[src/sha_pkg.sv]
// Shared types, queue sizing and SHA-256 constant tables for the message hasher.
`default_nettype none

package sha_pkg;

  // Word queue between the byte packer and the compression engine.
  localparam int QDEPTH = 16;
  localparam int QAW    = $clog2(QDEPTH);
  localparam int QCW    = $clog2(QDEPTH + 1);

  // One big-endian message word on its way to the compression engine.
  typedef struct packed {
    logic        msg_end;   // Last word of the final padded block of a message.
    logic        too_long;  // Byte count saturated; meaningful with msg_end.
    logic [31:0] word;
  } q_entry_t;

  typedef enum logic {
    FR_ACCEPT,
    FR_PAD
  } front_state_t;

  typedef enum logic [1:0] {
    BK_ROUND,
    BK_ADD,
    BK_OUT
  } back_state_t;

  function automatic logic [31:0] iv_word(input logic [2:0] i);
    logic [31:0] v;
    case (i)
      3'd0:    v = 32'h6a09e667;
      3'd1:    v = 32'hbb67ae85;
      3'd2:    v = 32'h3c6ef372;
      3'd3:    v = 32'ha54ff53a;
      3'd4:    v = 32'h510e527f;
      3'd5:    v = 32'h9b05688c;
      3'd6:    v = 32'h1f83d9ab;
      3'd7:    v = 32'h5be0cd19;
      default: v = 32'h0;
    endcase
    return v;
  endfunction

  function automatic logic [31:0] round_k(input logic [5:0] i);
    logic [31:0] v;
    case (i)
      6'd0:  v = 32'h428a2f98;  6'd1:  v = 32'h71374491;
      6'd2:  v = 32'hb5c0fbcf;  6'd3:  v = 32'he9b5dba5;
      6'd4:  v = 32'h3956c25b;  6'd5:  v = 32'h59f111f1;
      6'd6:  v = 32'h923f82a4;  6'd7:  v = 32'hab1c5ed5;
      6'd8:  v = 32'hd807aa98;  6'd9:  v = 32'h12835b01;
      6'd10: v = 32'h243185be;  6'd11: v = 32'h550c7dc3;
      6'd12: v = 32'h72be5d74;  6'd13: v = 32'h80deb1fe;
      6'd14: v = 32'h9bdc06a7;  6'd15: v = 32'hc19bf174;
      6'd16: v = 32'he49b69c1;  6'd17: v = 32'hefbe4786;
      6'd18: v = 32'h0fc19dc6;  6'd19: v = 32'h240ca1cc;
      6'd20: v = 32'h2de92c6f;  6'd21: v = 32'h4a7484aa;
      6'd22: v = 32'h5cb0a9dc;  6'd23: v = 32'h76f988da;
      6'd24: v = 32'h983e5152;  6'd25: v = 32'ha831c66d;
      6'd26: v = 32'hb00327c8;  6'd27: v = 32'hbf597fc7;
      6'd28: v = 32'hc6e00bf3;  6'd29: v = 32'hd5a79147;
      6'd30: v = 32'h06ca6351;  6'd31: v = 32'h14292967;
      6'd32: v = 32'h27b70a85;  6'd33: v = 32'h2e1b2138;
      6'd34: v = 32'h4d2c6dfc;  6'd35: v = 32'h53380d13;
      6'd36: v = 32'h650a7354;  6'd37: v = 32'h766a0abb;
      6'd38: v = 32'h81c2c92e;  6'd39: v = 32'h92722c85;
      6'd40: v = 32'ha2bfe8a1;  6'd41: v = 32'ha81a664b;
      6'd42: v = 32'hc24b8b70;  6'd43: v = 32'hc76c51a3;
      6'd44: v = 32'hd192e819;  6'd45: v = 32'hd6990624;
      6'd46: v = 32'hf40e3585;  6'd47: v = 32'h106aa070;
      6'd48: v = 32'h19a4c116;  6'd49: v = 32'h1e376c08;
      6'd50: v = 32'h2748774c;  6'd51: v = 32'h34b0bcb5;
      6'd52: v = 32'h391c0cb3;  6'd53: v = 32'h4ed8aa4a;
      6'd54: v = 32'h5b9cca4f;  6'd55: v = 32'h682e6ff3;
      6'd56: v = 32'h748f82ee;  6'd57: v = 32'h78a5636f;
      6'd58: v = 32'h84c87814;  6'd59: v = 32'h8cc70208;
      6'd60: v = 32'h90befffa;  6'd61: v = 32'ha4506ceb;
      6'd62: v = 32'hbef9a3f7;  6'd63: v = 32'hc67178f2;
      default: v = 32'h0;
    endcase
    return v;
  endfunction

endpackage

`default_nettype wire

[src/sha_front.sv]
// Byte packer and padding generator that feeds message words into the word queue.
`default_nettype none

module sha_front
  import sha_pkg::*;
(
  input  wire logic     clk,
  input  wire logic     rst,
  input  wire logic     in_valid,
  output logic          in_ready,
  input  wire logic [7:0] data_byte,
  input  wire logic     has_byte,
  input  wire logic     last,
  output logic          push,
  output q_entry_t      push_entry,
  input  wire logic     q_full
);

  front_state_t state, state_next;
  logic [31:0]  byte_count;
  logic         overflow;
  logic [23:0]  acc;
  logic [3:0]   pw;
  logic         pad_first;
  logic         len_here;

  logic        beat;
  logic        saturated;
  logic        take_byte;
  logic [31:0] count_after;
  logic [31:0] merged;
  logic [31:0] pad_word;

  assign beat        = in_valid && in_ready;
  assign saturated   = (byte_count == 32'hffffffff);
  assign take_byte   = beat && has_byte && !saturated;
  assign count_after = take_byte ? byte_count + 32'd1 : byte_count;

  // First padding word: the bytes already held, the marker byte, then zeros.
  always_comb begin
    case (byte_count[1:0])
      2'd1:    merged = {acc[7:0], 8'h80, 16'h0};
      2'd2:    merged = {acc[15:0], 8'h80, 8'h0};
      2'd3:    merged = {acc[23:0], 8'h80};
      default: merged = 32'h80000000;
    endcase
  end

  always_comb begin
    if (len_here && pw == 4'd14) begin
      pad_word = {29'h0, byte_count[31:29]};
    end else if (len_here && pw == 4'd15) begin
      pad_word = {byte_count[28:0], 3'b000};
    end else if (pad_first) begin
      pad_word = merged;
    end else begin
      pad_word = 32'h0;
    end
  end

  always_comb begin
    state_next = state;
    in_ready   = 1'b0;
    push       = 1'b0;
    push_entry = '{msg_end: 1'b0, too_long: overflow, word: {acc, data_byte}};
    case (state)
      FR_ACCEPT: begin
        in_ready = !q_full;
        push     = take_byte && (byte_count[1:0] == 2'd3);
        if (beat && last) begin
          state_next = FR_PAD;
        end
      end
      FR_PAD: begin
        push       = !q_full;
        push_entry = '{msg_end: len_here && pw == 4'd15, too_long: overflow,
                       word: pad_word};
        if (!q_full && pw == 4'd15 && len_here) begin
          state_next = FR_ACCEPT;
        end
      end
      default: state_next = FR_ACCEPT;
    endcase
  end

  always_ff @(posedge clk) begin
    if (rst) begin
      state      <= FR_ACCEPT;
      byte_count <= 32'h0;
      overflow   <= 1'b0;
      pw         <= 4'd0;
      pad_first  <= 1'b0;
      len_here   <= 1'b0;
    end else begin
      state <= state_next;
      if (state == FR_ACCEPT) begin
        if (take_byte) begin
          byte_count <= count_after;
          acc        <= {acc[15:0], data_byte};
        end
        if (beat && has_byte && saturated) begin
          overflow <= 1'b1;
        end
        if (beat && last) begin
          pad_first <= 1'b1;
          pw        <= count_after[5:2];
          len_here  <= (count_after[5:2] < 4'd14);
        end
      end else if (!q_full) begin
        pad_first <= 1'b0;
        pw        <= pw + 4'd1;
        if (pw == 4'd15) begin
          if (len_here) begin
            byte_count <= 32'h0;
            overflow   <= 1'b0;
          end else begin
            len_here <= 1'b1;
          end
        end
      end
    end
  end

endmodule

`default_nettype wire

[src/sha_queue.sv]
// Small first-in first-out queue of message words between packer and compression engine.
`default_nettype none

module sha_queue
  import sha_pkg::*;
(
  input  wire logic     clk,
  input  wire logic     rst,
  input  wire logic     push,
  input  wire q_entry_t push_entry,
  output logic          full,
  input  wire logic     pop,
  output q_entry_t      head,
  output logic          empty
);

  q_entry_t           entries [QDEPTH];
  logic [QAW-1:0]     wr_ptr;
  logic [QAW-1:0]     rd_ptr;
  logic [QCW-1:0]     count;

  assign full  = (count == QCW'(QDEPTH));
  assign empty = (count == '0);
  assign head  = entries[rd_ptr];

  always_ff @(posedge clk) begin
    if (push && !full) begin
      entries[wr_ptr] <= push_entry;
    end
  end

  always_ff @(posedge clk) begin
    if (rst) begin
      wr_ptr <= '0;
      rd_ptr <= '0;
      count  <= '0;
    end else begin
      if (push && !full) begin
        wr_ptr <= wr_ptr + QAW'(1);
      end
      if (pop && !empty) begin
        rd_ptr <= rd_ptr + QAW'(1);
      end
      case ({push && !full, pop && !empty})
        2'b10:   count <= count + QCW'(1);
        2'b01:   count <= count - QCW'(1);
        default: count <= count;
      endcase
    end
  end

endmodule

`default_nettype wire

[src/sha_back.sv]
// Compression engine: 64 rounds per block, hash update and digest word output.
`default_nettype none

module sha_back
  import sha_pkg::*;
(
  input  wire logic     clk,
  input  wire logic     rst,
  input  wire q_entry_t head,
  input  wire logic     q_empty,
  output logic          pop,
  output logic          out_valid,
  input  wire logic     out_ready,
  output logic [31:0]   digest_word,
  output logic [2:0]    word_index,
  output logic          last_word,
  output logic          too_long
);

  function automatic logic [31:0] ror32(input logic [31:0] v, input logic [4:0] s);
    return (v >> s) | (v << (6'd32 - {1'b0, s}));
  endfunction

  back_state_t state, state_next;
  logic [5:0]  t;
  logic [2:0]  idx;
  logic        msg_end;
  logic        too_long_q;
  logic [31:0] hv    [8];
  logic [31:0] wv    [8];
  logic [31:0] sched [16];

  logic [31:0] src [8];
  logic        round_go;
  logic        early;
  logic [31:0] w_cur;
  logic [31:0] s0w, s1w, s0a, s1e, ch, maj, t1, t2;

  assign early = (t[5:4] == 2'b00);

  // Round zero starts from the chaining value, later rounds from the working set.
  always_comb begin
    for (int i = 0; i < 8; i++) begin
      src[i] = (t == 6'd0) ? hv[i] : wv[i];
    end
  end

  // Schedule: the shift line holds W[t-16] in entry 0 up to W[t-1] in entry 15.
  assign s0w   = ror32(sched[1], 5'd7) ^ ror32(sched[1], 5'd18) ^ (sched[1] >> 3);
  assign s1w   = ror32(sched[14], 5'd17) ^ ror32(sched[14], 5'd19) ^ (sched[14] >> 10);
  assign w_cur = early ? head.word : s1w + sched[9] + s0w + sched[0];

  assign s1e = ror32(src[4], 5'd6) ^ ror32(src[4], 5'd11) ^ ror32(src[4], 5'd25);
  assign ch  = (src[4] & src[5]) ^ (~src[4] & src[6]);
  assign s0a = ror32(src[0], 5'd2) ^ ror32(src[0], 5'd13) ^ ror32(src[0], 5'd22);
  assign maj = (src[0] & src[1]) ^ (src[0] & src[2]) ^ (src[1] & src[2]);
  assign t1  = src[7] + s1e + ch + round_k(t) + w_cur;
  assign t2  = s0a + maj;

  always_comb begin
    state_next = state;
    round_go   = 1'b0;
    pop        = 1'b0;
    out_valid  = 1'b0;
    case (state)
      BK_ROUND: begin
        round_go = !early || !q_empty;
        pop      = early && !q_empty;
        if (round_go && t == 6'd63) begin
          state_next = BK_ADD;
        end
      end
      BK_ADD: begin
        state_next = msg_end ? BK_OUT : BK_ROUND;
      end
      BK_OUT: begin
        out_valid = 1'b1;
        if (out_ready && idx == 3'd7) begin
          state_next = BK_ROUND;
        end
      end
      default: state_next = BK_ROUND;
    endcase
  end

  assign digest_word = hv[idx];
  assign word_index  = idx;
  assign last_word   = (idx == 3'd7);
  assign too_long    = too_long_q;

  always_ff @(posedge clk) begin
    if (round_go) begin
      wv[0] <= t1 + t2;
      wv[1] <= src[0];
      wv[2] <= src[1];
      wv[3] <= src[2];
      wv[4] <= src[3] + t1;
      wv[5] <= src[4];
      wv[6] <= src[5];
      wv[7] <= src[6];
      for (int i = 0; i < 15; i++) begin
        sched[i] <= sched[i+1];
      end
      sched[15] <= w_cur;
    end
  end

  always_ff @(posedge clk) begin
    if (rst) begin
      state      <= BK_ROUND;
      t          <= 6'd0;
      idx        <= 3'd0;
      msg_end    <= 1'b0;
      too_long_q <= 1'b0;
      for (int i = 0; i < 8; i++) begin
        hv[i] <= iv_word(3'(i));
      end
    end else begin
      state <= state_next;
      if (round_go) begin
        t <= t + 6'd1;
      end
      if (pop && head.msg_end) begin
        msg_end    <= 1'b1;
        too_long_q <= head.too_long;
      end
      if (state == BK_ADD) begin
        for (int i = 0; i < 8; i++) begin
          hv[i] <= hv[i] + wv[i];
        end
      end
      if (state == BK_OUT && out_ready) begin
        idx <= idx + 3'd1;
        if (idx == 3'd7) begin
          msg_end <= 1'b0;
          for (int i = 0; i < 8; i++) begin
            hv[i] <= iv_word(3'(i));
          end
        end
      end
    end
  end

  a_pop_early_rounds: assert property (@(posedge clk) disable iff (rst)
    pop |-> (state == BK_ROUND && early))
    else $error("queue popped outside the first sixteen rounds");

  a_end_goes_out: assert property (@(posedge clk) disable iff (rst)
    (state == BK_ADD && msg_end) |=> (state == BK_OUT && idx == 3'd0))
    else $error("final block did not lead to digest output");

  a_hash_reinit: assert property (@(posedge clk) disable iff (rst)
    (state == BK_OUT && out_ready && idx == 3'd7)
      |=> (hv[0] == iv_word(3'd0) && hv[7] == iv_word(3'd7) && t == 6'd0 && !msg_end))
    else $error("hash state not reinitialized after the digest");

  a_out_hold: assert property (@(posedge clk) disable iff (rst)
    (state == BK_OUT && !out_ready) |=> (state == BK_OUT && $stable(idx)))
    else $error("digest word changed while stalled");

endmodule

`default_nettype wire

[src/sha256_message_hasher_core.sv]
// Top level of the streaming SHA-256 message hasher: packer, word queue and compression engine.
// Once the last padded word is queued while the engine waits for it, the first digest beat
// can be taken after the round that takes that word, 48 schedule rounds and the hash update.
// Throughput: one byte per beat; long messages run near one byte per cycle while the word
// queue has room, as the input is held off when it is full. Each message adds padding words,
// during which the input is held off, and 8 digest beats.
// Reset (rst, synchronous, active high) empties the queue, clears the byte count and the
// overflow flag and loads the SHA-256 initial hash values; no clearing pass is needed.
`default_nettype none

module sha256_message_hasher_core
  import sha_pkg::*;
(
  input  wire logic        clk,
  input  wire logic        rst,
  // Input beats: one optional message byte, optionally ending the message.
  input  wire logic        s_tvalid,
  output logic             s_tready,
  input  wire logic [7:0]  s_tdata,   // [7:0] data_byte
  input  wire logic        s_tuser,   // [0] has_byte
  input  wire logic        s_tlast,   // last: ends the message
  // Output beats: eight digest words per message, most significant word first.
  output logic             m_tvalid,
  input  wire logic        m_tready,
  output logic [39:0]      m_tdata,   // [31:0] digest_word, [34:32] word_index, rest zero
  output logic             m_tuser,   // [0] too_long
  output logic             m_tlast    // last_word: set on the eighth digest word
);

  // The packer runs ahead of the compression engine; the word queue between them lets
  // the next block fill while the current one is being compressed.
  logic     push;
  q_entry_t push_entry;
  logic     q_full;
  logic     pop;
  q_entry_t head;
  logic     q_empty;

  logic [31:0] digest_word;
  logic [2:0]  word_index;

  sha_front u_front (
    .clk        (clk),
    .rst        (rst),
    .in_valid   (s_tvalid),
    .in_ready   (s_tready),
    .data_byte  (s_tdata),
    .has_byte   (s_tuser),
    .last       (s_tlast),
    .push       (push),
    .push_entry (push_entry),
    .q_full     (q_full)
  );

  sha_queue u_queue (
    .clk        (clk),
    .rst        (rst),
    .push       (push),
    .push_entry (push_entry),
    .full       (q_full),
    .pop        (pop),
    .head       (head),
    .empty      (q_empty)
  );

  // The engine holds the finished digest in its chaining registers and presents one
  // word per output beat, so the output side may stall for any number of cycles.
  sha_back u_back (
    .clk         (clk),
    .rst         (rst),
    .head        (head),
    .q_empty     (q_empty),
    .pop         (pop),
    .out_valid   (m_tvalid),
    .out_ready   (m_tready),
    .digest_word (digest_word),
    .word_index  (word_index),
    .last_word   (m_tlast),
    .too_long    (m_tuser)
  );

  assign m_tdata = {5'b00000, word_index, digest_word};

endmodule

`default_nettype wire

[config.mk]
export PLATFORM = sky130hd
export DESIGN_NAME = sha256_message_hasher_core
export DESIGN_NICKNAME = d
export VERILOG_FILES = /design/src/sha_pkg.sv /design/src/sha_front.sv /design/src/sha_queue.sv /design/src/sha_back.sv /design/src/sha256_message_hasher_core.sv
export SDC_FILE = /design/constraint.sdc
export NUM_CORES = 2
export LEC_CHECK = 0
export ABC_AREA = 1
export ABC_CLOCK_PERIOD_IN_PS = 7350
export BUFFER_PORTS_ARGS = -buffer_cell sky130_fd_sc_hd__buf_2
export CORE_UTILIZATION = 45
export CTS_CLUSTER_SIZE = 20
export DETAILED_ROUTE_END_ITERATION = 10
export PLACE_DENSITY = 0.71
export SYNTH_ARGS = -nofsm -noshare
export SYNTH_HDL_FRONTEND = slang
export SYNTH_SLANG_ARGS = --single-unit
[constraint.sdc]
create_clock -name clk -period 7.35 [get_ports clk]
set_input_delay 2.205 -clock clk [delete_from_list [all_inputs] [get_ports clk]]
set_output_delay 2.205 -clock clk [all_outputs]
set_load 0.01 [all_outputs]
==> results by group <==
STA
  – Max-slew headroom: 0.0520
  – Max Freq: 115 MHz
  – WHS: 388 ps
  – Pin slew with the least headroom to its limit: 1420 ps
  – RSZ-0062 raised after global routing: true
  – Final Hold Vio Count: 0
  – Slew Viols, Final: 0
  – Setup violations, final: 44
  – Final period utilization: 1.18
  – Clk_skew: 83.4 ps
  – Tmin final: 8660 ps
  – Final worst setup slack: -1310 ps

Worst setup path
  – Crit-path max FO: 4
  – Delay-heaviest family, CP: adder cells
  – CP endpoint kind: register
  – CP required: 7970 ps
  – Crit path largest cell delay: 530 ps
  – Worst Path Buf+Inv: 15
  – Most used cell, CP: buf_6
  – Arrival time worst endpoint: 9280 ps
  – Type of origin of the critical path: register
  – Crit Path Class: register to register
  – Slowest-stage cell, CP: fa_1
  – Critical Path Start: u_back.sched[0][42]
  – Worst reg2reg startpoint: u_back.sched[0][42]

Placed design
  – PortBufs: 52
  – Post-DP Area: 0.103 mm2
  – HPWL after detailed placement: 266,000 um
  – RePlAce Congestion: 1.06

Floorplanning
  – DIE HEIGHT: 458 um
  – Die width: 458 um
  – Die area: 0.210 mm2
  – Num rows: 167
  – Initial Utilization: 0.452
  – Placeable Area: 0.207 mm2
  – Ports: 58

Yosys
  – Post-Synthesis Cells: 9,592
  – Compound-gate portion of the synthesized area: 0.154
  – Ys flop type: edfxtp_1
  – EDFF count, synth: 1,464
  – Post-synthesis sequential area ratio: 0.519
  – Synthesis-stage register bit count: 1,697
  – Main combinational cell family by area after synthesis: compound AO/OA/AOI/OAI gates
  – Post-synth ARST share: 0
  – Synth Area in Adders: 0.0974
  – Synth warn: 0
  – Mux share of post-synthesis cell area: 0.00381
  – Post-Synthesis Cell Area: 0.0936 mm2
  – Synth Area in XOR/XNOR: 0.0386
  – Synth Area in Simple Gates: 0.128
  – Unique cell type count in the Yosys netlist: 73
  – Avg Synthesized Cell Area: 9.76 um2

Global route
  – GRT Total Usage: 0.334
  – Initial antenna violation count: 27
  – First-pass GRT wire length: 510,000 um
  – Number of global-route vias before repair: 74,800
  – Overflow after GRT: 0
  – Largest net degree at the start of global routing: 203

Clocking
  – Skew-Pair Late Insertion Delay: 910 ps
  – Reg clk slew, reported paths: 70 ps
  – CTS max path bufs: 3
  – CTS tree: done
  – Htree depth: 4
  – Root Buffer: clkbuf_16
  – # hold bufs at CTS: 0
  – Sink Count: 1,697
  – CTS buffer count: 184

Finish
  – Fill count: 17,800
  – Commonest non-fill, non-tap cells in the layout: edfxtp_1 (1,464), nand2_1 (1,426), inv_1 (997)
  – P&R area growth vs syn: 22.3%
  – Final instance area: 0.115 mm2
  – Commonest non-fill, non-tap cell in the layout: edfxtp_1
  – Share of post-route cells with drive strength above 1: 0.196
  – Layout Nets: 11,100

Routing
  – Post-route ant nets: 0
  – Vias: 78,400
  – Drt wl/cell: 26.9 um
  – DR DRC count: 0
  – Pre-Repair DR Iteration Count: 6
  – Vias/cell: 5.88
  – Total wire length: 359,000 um
  – DRC marker count from the first detailed-route iteration: 9,520

Hold path
  – Hold Path Origin: u_back.sched[0][196]
  – Hold Path Class: register to register

Run
  – Max-cap viol count: 0

Run status
  – Run status: finished, violations left
  – Failing checks: setup timing
==> flip-flops by register name, summed over array words and instances (netlist names), 2 cells and up, named ones only <==
| name | count |
|---|---|
| u_back.wv | 256 |
| u_back.state | 2 |
| u_queue.rd_ptr | 4 |
| u_back.sched | 512 |
| u_front.acc | 24 |
| u_back.word_index | 3 |
| u_queue.wr_ptr | 4 |
| u_front.pw | 4 |
| u_back.t | 6 |
| u_back.hv | 256 |
| u_front.byte_count | 32 |
| u_queue.entries | 544 |
| u_queue.count | 5 |
==> final cells by class <==
class | instances | area, um2 | share of cell area
diodes | 11 | 27.5 | 0.000240
clock buffers | 220 | 4800 | 0.0419
clock inverters | 127 | 1530 | 0.0133
inverters | 1082 | 4090 | 0.0357
multi-input cells | 6479 | 43600 | 0.381
flip-flops and latches | 1697 | 48600 | 0.425
well taps | 2704 | 3380 | 0.0295
repair buffers | 1015 | 8430 | 0.0736
==> synthesized netlist by cell type, types with 10 or more instances <==
cell	number	area, um2
nand2_1	1526	5730
edfxtp_1	1464	44000
inv_1	1067	4010
o21ai_0	1050	5260
a21oi_1	809	4050
nor2_1	704	2640
ha_1	407	5090
nand3_1	343	1720
clkbuf_1	252	946
dfxtp_1	233	4660
xor2_1	209	1830
xnor2_1	202	1770
fa_1	194	3880
o211ai_1	133	998
o221ai_1	125	1090
or2_2	95	594
a31oi_1	70	438
nor3_1	70	350
nand4_1	65	407
o22ai_1	65	407
a21o_1	56	420
o21ai_1	48	240
o21a_1	47	353
buf_2	41	205
mux2_2	29	327
o21bai_1	28	210
buf_1	27	101
a21boi_0	21	158
nor4_1	21	131
o21ai_2	18	158
a211oi_1	15	113
a221oi_1	14	123
maj3_1	13	130
buf_4	12	90.1
nand3b_1	12	90.1
inv_2	10	37.5
o32ai_1	10	87.6
==> per-layer routing <==
metal,vias to the layer above,part of all wire,track usage,wire (um)
li1,35200,-,-,-
met1,38100,0.41,0.454,146000
met2,4128,0.44,0.502,156000
met3,861,0.097,0.0673,34700
met4,10,0.062,0.177,22400
met5,-,0.00022,0,78
==> cell families after synthesis <==
kind of cell,after synthesis
xor gates and xnor gates,412
adders and majority gates,615
DFF,1697
AOI/OAI and AO/OA,2545
buffers and inverters,1420
other,1
muxes,32
and+or+nand+nor,2870
==> per-stage QoR <==
stage / setup slack [ps] / util / setup TNS, ps / std cells
after global placement: -1740 / 0.500 / -45890 / 12900
after floorplan: -325 / - / -1340 / 9596
final: -1310 / 0.554 / -30760 / 13300
after global routing: -1620 / 0.554 / -45340 / 13300
after CTS: -1050 / 0.544 / -26680 / 13300
after detailed placement: -1790 / 0.500 / -46280 / 12900
==> timing repair <==
action,4_1_cts,5_1_grt
pin swaps,196,224
gates resized for setup,456,404
setup endpoints to repair,50,51
setup buffers,82,62
==> final timing paths <==
check / slack (ps) / to / cells past startpoint
worst min register to register: 390 / u_back.sched[0][164] / 0
worst min-delay path: 390 / u_back.sched[0][164] / 0
worst max-delay path: -1310 / u_back.wv[0][23] / 46
worst max register to register: -1310 / u_back.wv[0][23] / 46
==> worst register-to-register path, delay by kind of cell (launching register included) <==
| family | cells | cell delay, ps |
|---|---|---|
| adder cells (fa/ha/maj) | 8 | 3310 |
| buffers and inverters | 15 | 1540 |
| AO/OA/AOI/OAI | 9 | 1200 |
| AND/OR/NAND/NOR | 10 | 1120 |
| XOR/XNOR | 4 | 830 |
| flip-flops | 1 | 410 |
Power is not shown: default switching activity piles up to over one toggle a cycle in this logic, so the estimate is an artifact.
